$ cat config.mk
export PLATFORM = sky130hd
export DESIGN_NAME = miller_rabin_witness_round
export DESIGN_NICKNAME = d
export VERILOG_FILES = /design/src/mrw_pkg.sv /design/src/miller_rabin_witness_round.sv
export SDC_FILE = /design/constraint.sdc
export NUM_CORES = 1
export LEC_CHECK = 0
export BUFFER_PORTS_ARGS = -buffer_cell sky130_fd_sc_hd__buf_4
export CORE_UTILIZATION = 45
export CTS_BUF_LIST = sky130_fd_sc_hd__clkbuf_4 sky130_fd_sc_hd__clkbuf_8
export CTS_CLUSTER_SIZE = 12
export DETAILED_ROUTE_END_ITERATION = 16
export PLACE_DENSITY = 0.69
export SYNTH_ARGS = -nofsm -noshare
export SYNTH_HDL_FRONTEND = slang
export SYNTH_SLANG_ARGS = --single-unit
$ cat constraint.sdc
create_clock -name clk -period 6.8 [get_ports clk]
set_input_delay 1.7 -clock clk [delete_from_list [all_inputs] [get_ports clk]]
set_output_delay 1.7 -clock clk [all_outputs]
set_load 0.02 [all_outputs]
$ cat src/mrw_pkg.sv
`timescale 1ns / 1ps
// ----------------------------------------------------------------------------
// mrw_pkg
// Shared widths and verdict codes for the Miller-Rabin witness round.
// ----------------------------------------------------------------------------
package mrw_pkg;

	localparam int WIDTH = 32;
	localparam int CNT_W = $clog2(WIDTH);

	localparam logic [1:0] V_REJECT    = 2'd0;
	localparam logic [1:0] V_COMPOSITE = 2'd1;
	localparam logic [1:0] V_PASS      = 2'd2;

endpackage

$ cat src/miller_rabin_witness_round.sv
`timescale 1ns / 1ps
// ----------------------------------------------------------------------------
// miller_rabin_witness_round
// One Miller-Rabin round: candidate n, witness a, one verdict.
//
// Usage:
//   Command channel: a transfer happens at a rising edge with start high and
//   busy low; candidate and witness are sampled there. busy stays high until
//   the verdict is out.
//   Result channel: verdict is valid for exactly one cycle with done high;
//   the receiver cannot stall it. 0 = rejected (even or at most 2),
//   1 = composite by this witness, 2 = round passed.
//   A rejected candidate goes straight to the finishing state. Otherwise
//   every modular product runs on one shared add/compare/subtract unit,
//   one multiplier bit at a time in a double phase and an add phase. The
//   witness reduction is one product, the exponentiation at most 61, the
//   final squarings the rest, at most 62 in all; the worst case is set by
//   that unit.
//   One item at a time: a new transfer is taken in the cycle done is high.
//   Reset: asynchronous, active low; returns to idle, no result pending.
// ----------------------------------------------------------------------------
module miller_rabin_witness_round (
	input  logic                     clk,
	input  logic                     arst_n,
	input  logic                     start,
	output logic                     busy,
	input  logic [mrw_pkg::WIDTH-1:0] candidate,
	input  logic [mrw_pkg::WIDTH-1:0] witness,
	output logic                     done,
	output logic [1:0]               verdict
);

	localparam logic [2:0] S_IDLE  = 3'd0;
	localparam logic [2:0] S_SPLIT = 3'd1;
	localparam logic [2:0] S_EXP   = 3'd2;
	localparam logic [2:0] S_MUL   = 3'd3;
	localparam logic [2:0] S_CHK   = 3'd4;
	localparam logic [2:0] S_SQL   = 3'd5;
	localparam logic [2:0] S_FIN   = 3'd6;

	localparam logic [1:0] OP_RED = 2'd0;
	localparam logic [1:0] OP_ACC = 2'd1;
	localparam logic [1:0] OP_SQB = 2'd2;
	localparam logic [1:0] OP_SQX = 2'd3;

	localparam int W  = mrw_pkg::WIDTH;
	localparam int CW = mrw_pkg::CNT_W;

	logic [2:0]    state_q;
	logic          done_q;
	logic [1:0]    verdict_q;
	logic [1:0]    op_q;
	logic          ph_q;
	logic [CW-1:0] cnt_q;
	logic [CW-1:0] rem_q;
	logic [W-1:0]  n_q;
	logic [W-1:0]  a_q;
	logic [W-1:0]  d_q;
	logic [W-1:0]  b_q;
	logic [W-1:0]  acc_q;
	logic [W-1:0]  mx_q;
	logic [W-1:0]  my_q;
	logic [W-1:0]  r_q;

	logic [W:0]    tmp;
	logic [W:0]    diff;
	logic [W-1:0]  red;
	logic [W-1:0]  n_m1;
	logic          reject;

	// shared unit: double or add, then one conditional subtract of n
	always_comb begin
		if (ph_q) begin
			tmp = {1'b0, r_q} + (mx_q[W-1] ? {1'b0, my_q} : {(W+1){1'b0}});
		end else begin
			tmp = {r_q, 1'b0};
		end
		diff = tmp - {1'b0, n_q};
		red  = (tmp >= {1'b0, n_q}) ? diff[W-1:0] : tmp[W-1:0];
	end

	assign n_m1   = n_q - {{(W-1){1'b0}}, 1'b1};
	assign reject = ~candidate[0] || (candidate <= W'(2));

	always_ff @(posedge clk or negedge arst_n) begin
		if (!arst_n) begin
			state_q <= S_IDLE;
			done_q  <= 1'b0;
			ph_q    <= 1'b0;
			cnt_q   <= '0;
			op_q    <= OP_RED;
		end else begin
			done_q <= 1'b0;
			unique case (state_q)
				S_IDLE: begin
					if (start) begin
						n_q <= candidate;
						a_q <= witness;
						if (reject) begin
							verdict_q <= mrw_pkg::V_REJECT;
							state_q   <= S_FIN;
						end else begin
							d_q     <= (candidate - {{(W-1){1'b0}}, 1'b1}) >> 1;
							rem_q   <= '0;
							state_q <= S_SPLIT;
						end
					end
				end
				S_SPLIT: begin
					if (d_q[0]) begin
						mx_q    <= a_q;
						my_q    <= {{(W-1){1'b0}}, 1'b1};
						r_q     <= '0;
						cnt_q   <= CW'(W - 1);
						ph_q    <= 1'b0;
						op_q    <= OP_RED;
						state_q <= S_MUL;
					end else begin
						d_q   <= d_q >> 1;
						rem_q <= rem_q + CW'(1);
					end
				end
				S_EXP: begin
					if (d_q[0]) begin
						mx_q    <= acc_q;
						my_q    <= b_q;
						r_q     <= '0;
						cnt_q   <= CW'(W - 1);
						ph_q    <= 1'b0;
						op_q    <= OP_ACC;
						state_q <= S_MUL;
					end else if (d_q == '0) begin
						state_q <= S_CHK;
					end else begin
						d_q     <= d_q >> 1;
						mx_q    <= b_q;
						my_q    <= b_q;
						r_q     <= '0;
						cnt_q   <= CW'(W - 1);
						ph_q    <= 1'b0;
						op_q    <= OP_SQB;
						state_q <= S_MUL;
					end
				end
				S_MUL: begin
					r_q <= red;
					if (!ph_q) begin
						ph_q <= 1'b1;
					end else begin
						ph_q  <= 1'b0;
						mx_q  <= mx_q << 1;
						cnt_q <= cnt_q - CW'(1);
						if (cnt_q == '0) begin
							unique case (op_q)
								OP_RED: begin
									b_q     <= red;
									acc_q   <= {{(W-1){1'b0}}, 1'b1};
									state_q <= S_EXP;
								end
								OP_ACC: begin
									acc_q   <= red;
									d_q[0]  <= 1'b0;
									state_q <= S_EXP;
								end
								OP_SQB: begin
									b_q     <= red;
									state_q <= S_EXP;
								end
								OP_SQX: begin
									acc_q <= red;
									if (red == n_m1) begin
										verdict_q <= mrw_pkg::V_PASS;
										state_q   <= S_FIN;
									end else begin
										state_q <= S_SQL;
									end
								end
								default: state_q <= S_IDLE;
							endcase
						end
					end
				end
				S_CHK: begin
					if (acc_q == {{(W-1){1'b0}}, 1'b1} || acc_q == n_m1) begin
						verdict_q <= mrw_pkg::V_PASS;
						state_q   <= S_FIN;
					end else begin
						state_q <= S_SQL;
					end
				end
				S_SQL: begin
					if (rem_q == '0) begin
						verdict_q <= mrw_pkg::V_COMPOSITE;
						state_q   <= S_FIN;
					end else begin
						rem_q   <= rem_q - CW'(1);
						mx_q    <= acc_q;
						my_q    <= acc_q;
						r_q     <= '0;
						cnt_q   <= CW'(W - 1);
						ph_q    <= 1'b0;
						op_q    <= OP_SQX;
						state_q <= S_MUL;
					end
				end
				S_FIN: begin
					done_q  <= 1'b1;
					state_q <= S_IDLE;
				end
				default: state_q <= S_IDLE;
			endcase
		end
	end

	assign busy    = (state_q != S_IDLE);
	assign done    = done_q;
	assign verdict = verdict_q;

endmodule

==> results_dict.tcl <==
set metrics [dict create \
    synth_top_cells_by_area "sky130_fd_sc_hd__edfxtp_1, sky130_fd_sc_hd__xnor2_1, sky130_fd_sc_hd__ha_1" \
    postPlaceCellArea_sq_um 21700 \
    flip_flop_and_latch_count_after_synthesis 274 \
    critPathMaxFanout 5 \
    setup-violations-final 0 \
    dp_hpwl_mm 56.0 \
    count_of_flip_flops_with_a_built_in_enable_after_synthesis 262 \
    crit_type "flip-flop to flip-flop" \
    timing.max_cap.violations 0 \
    timing.final.max_slew_violations 0 \
    clock_sinks 274 \
    slew_headroom_pct 18.8 \
    grt_pass1_vias 16713 \
    startpoint_of_the_lowest_slack_register_to_register_path "mx_q[31]$_DFFE_PP_" \
    fin_area_sq_um 23200 \
    cts-buffers-inserted 46 \
    grt_first_pass_wirelength_mm 105 \
    route.vias.total 17489 \
    critPathCapture "verdict[0]$_DFFE_PP_" \
    status "complete, no violations" \
    die_ar_sq_um 43200 \
    most_used_cells_in_the_layout_excluding_fill_and_tap_cells "sky130_fd_sc_hd__buf_4, sky130_fd_sc_hd__edfxtp_1, sky130_fd_sc_hd__nand2_1" \
    final_common_cell "sky130_fd_sc_hd__buf_4" \
    clock_pin_slew_on_the_worst_setup_and_hold_paths_ns 0.06 \
    critical_path.max_stage_delay_ns 0.39 \
    floorplan.initialDensity_pct 45.5 \
    placement.setup.worst_slack_ns -0.845 \
    number_of_placed_instances_taps_included 2730 \
    synth.net_count 2136 \
    worst_r2r_endpoint "verdict[0]$_DFFE_PP_" \
    place.port_buffers 70 \
    detail-route-antenna-nets 0 \
    route.top_layer_used "met5" \
    reg2reg_slack_ns 0.07 \
    layout-area-overhead-vs-synth_pct 21.5 \
    route.detailed.drc 0 \
    ys.warnings.count 0 \
    setup_ws_ns 0.0741 \
    cts_tree "built" \
    dieWidth_um 208 \
    seq_area_frac_synth_pct 42.8 \
    synth.distinct_cells 90 \
    grt_overflow 0 \
    pin_count_of_the_biggest_net_entering_global_routing 74 \
    core_area_sq_um 41900 \
    dieHeight_um 208 \
    timing.fmax_mhz 149 \
    first_pass_iters 7 \
    vias_per_cell 6.21 \
    period_needed_ns 6.73 \
    clock_h_tree_levels 2 \
    number_of_antenna_violations_at_the_first_check_in_global_routing 3 \
    worst_ep_arrival_time_ns 7.03 \
    clock_path_buffers 3 \
    cell_accounting_for_the_most_synthesized_area "sky130_fd_sc_hd__edfxtp_1" \
    gp_congestion 1.05 \
    crit_start "mx_q[31]$_DFFE_PP_" \
    timing_hold_violations_final 0 \
    post_synth.cell_area_avg_sq_um 9.55 \
    critical-path-slowest-cell "sky130_fd_sc_hd__edfxtp_1" \
    post_synth_instance_area_sq_um 19100 \
    row_count 75 \
    cts_root_buffer "sky130_fd_sc_hd__clkbuf_8" \
    cells_after_synthesis 1995 \
    fillCellCount 3789 \
    min_period_over_period_pct 98.9 \
    synth_flop_cell "sky130_fd_sc_hd__edfxtp_1" \
    final_cell_count_no_fill 2817 \
    route.met2.wl_mm 33.4 \
    path_common_cell "sky130_fd_sc_hd__a21oi_2" \
    drt-met1-wl_mm 28.4 \
    layout-drive-gt1-share_pct 21.9 \
    worstPathRequired_ns 7.10 \
    worstRegToRegCells 25 \
    io_pins 71 \
    worstSetupEndpointType "flip-flop" \
    wl_met3_mm 6.24 \
    critical_path.startpoint_type "flip-flop" \
    grt_use_total_pct 32.5 \
    clkLatencyLatePin_ns 0.63 \
    wl_per_cell_um 25.4 \
    detailedRoute.firstIterationViolations 1745 \
    skew_ns 0.0416 \
    postSynth.asyncResetShare_pct 4.38 \
    final_nets 2389 \
    holdCritPathClass "flip-flop to flip-flop" \
    synth_top_area_share_pct 41.3 \
    tightest_slew_ns 1.22 \
    wirelength_mm 71.5 \
]
registers in the layout, indices dropped and copies added (netlist names), 2 cells and up:
register,count
a_q,32
acc_q,32
b_q,32
cnt_q,5
d_q,31
mx_q,32
my_q,32
n_q,32
op_q,2
r_q,32
rem_q,5
state_q,3
verdict,2
cells in the mapped netlist (9+ instances only):
master / n
sky130_fd_sc_hd__xor2_1: 35
sky130_fd_sc_hd__o211ai_1: 17
sky130_fd_sc_hd__nor2b_1: 14
sky130_fd_sc_hd__nor3b_1: 11
sky130_fd_sc_hd__nor3_1: 36
sky130_fd_sc_hd__a21oi_1: 162
sky130_fd_sc_hd__a22o_1: 33
sky130_fd_sc_hd__nand2_1: 188
sky130_fd_sc_hd__a31oi_1: 11
sky130_fd_sc_hd__or2_2: 10
sky130_fd_sc_hd__mux2_2: 15
sky130_fd_sc_hd__nand3_1: 43
sky130_fd_sc_hd__o21a_1: 15
sky130_fd_sc_hd__ha_1: 71
sky130_fd_sc_hd__and2_1: 67
sky130_fd_sc_hd__nand2b_1: 14
sky130_fd_sc_hd__a211o_1: 11
sky130_fd_sc_hd__a211oi_1: 18
sky130_fd_sc_hd__o22ai_1: 37
sky130_fd_sc_hd__buf_2: 12
sky130_fd_sc_hd__nor4_1: 32
sky130_fd_sc_hd__inv_1: 80
sky130_fd_sc_hd__dfrtp_1: 12
sky130_fd_sc_hd__buf_1: 11
sky130_fd_sc_hd__a21o_1: 23
sky130_fd_sc_hd__mux2i_1: 42
sky130_fd_sc_hd__o31ai_1: 16
sky130_fd_sc_hd__or3_1: 15
sky130_fd_sc_hd__nand4_1: 46
sky130_fd_sc_hd__xnor2_1: 111
sky130_fd_sc_hd__nor4b_1: 9
sky130_fd_sc_hd__o2111ai_1: 10
sky130_fd_sc_hd__o21ai_0: 115
sky130_fd_sc_hd__clkbuf_1: 76
sky130_fd_sc_hd__and3_1: 19
sky130_fd_sc_hd__edfxtp_1: 262
sky130_fd_sc_hd__or4_1: 13
sky130_fd_sc_hd__nor2_1: 148
routing by layer:
metal / vias up / GRT usage (%)
met3: 165 / 6.97
met1: 8444 / 41.5
met4: 2 / 14.9
li1: 8029 / -
met5: - / 0
met2: 849 / 52.7
kinds of logic after synthesis:
family	synth area share (%)
AO/OA/AOI/OAI	19.2
XOR/XNOR	7.47
adder cells (fa/ha/maj)	4.98
buffers and inverters	3.73
flip-flops	42.8
multiplexers	3.09
AND/OR/NAND/NOR	18.6
critical path: cells and delay by family (launching register included):
kind,cells,cell delay (ns)
buf+inv,2,0.41
xor+xnor,1,0.30
compound gates,13,2.81
fa+ha+maj,3,0.91
simple gates,6,1.59
flops,1,0.39
worst min-delay path by stage:
| stage | start | end | slack, ns | cells after the start |
|---|---|---|---|---|
| global route | cnt_q[0]$_DFFE_PN0P_ | cnt_q[0]$_DFFE_PN0P_ | 0.53 | 1 |
| floorplan | cnt_q[0]$_DFFE_PN0P_ | cnt_q[0]$_DFFE_PN0P_ | 0.47 | 1 |
| global placement | cnt_q[0]$_DFFE_PN0P_ | cnt_q[0]$_DFFE_PN0P_ | 0.50 | 1 |
| detailed placement | cnt_q[0]$_DFFE_PN0P_ | cnt_q[0]$_DFFE_PN0P_ | 0.50 | 1 |
| CTS | cnt_q[0]$_DFFE_PN0P_ | cnt_q[0]$_DFFE_PN0P_ | 0.51 | 1 |
| finish | cnt_q[0]$_DFFE_PN0P_ | cnt_q[0]$_DFFE_PN0P_ | 0.52 | 1 |
per-stage QoR:
stage	setup TNS, ns	hold slack, ns	utilization, %
2_1_floorplan	0	0.472	-
3_3_place_gp	-2.80	0.499	51.8
3_5_place_dp	-3.09	0.503	51.8
4_1_cts	0	0.514	54.3
5_1_grt	-0.0695	0.533	55.3
6_report	0	0.519	55.3
final cells by class:
class | instances | area [sq um] | area share [%]
repair buffers | 307 | 2400 | 10.4
multi-input cells | 1538 | 10700 | 46.3
flip-flops and latches | 274 | 8170 | 35.3
clock buffers | 60 | 763 | 3.29
diodes | 1 | 2.50 | 0.0108
well taps | 539 | 674 | 2.91
clock inverters | 17 | 131 | 0.567
inverters | 81 | 304 | 1.31
repair_timing:
action,4_1_cts,5_1_grt
gates cloned,0,1
hold buffers,0,0
setup endpoints to repair,4,4
buffers inserted,1,7
gates resized for setup,31,67
pin swaps,6,31
Power is left out: the tool's default activity adds up to more than one toggle a clock period on the data nets, which glitch-free logic cannot reach.
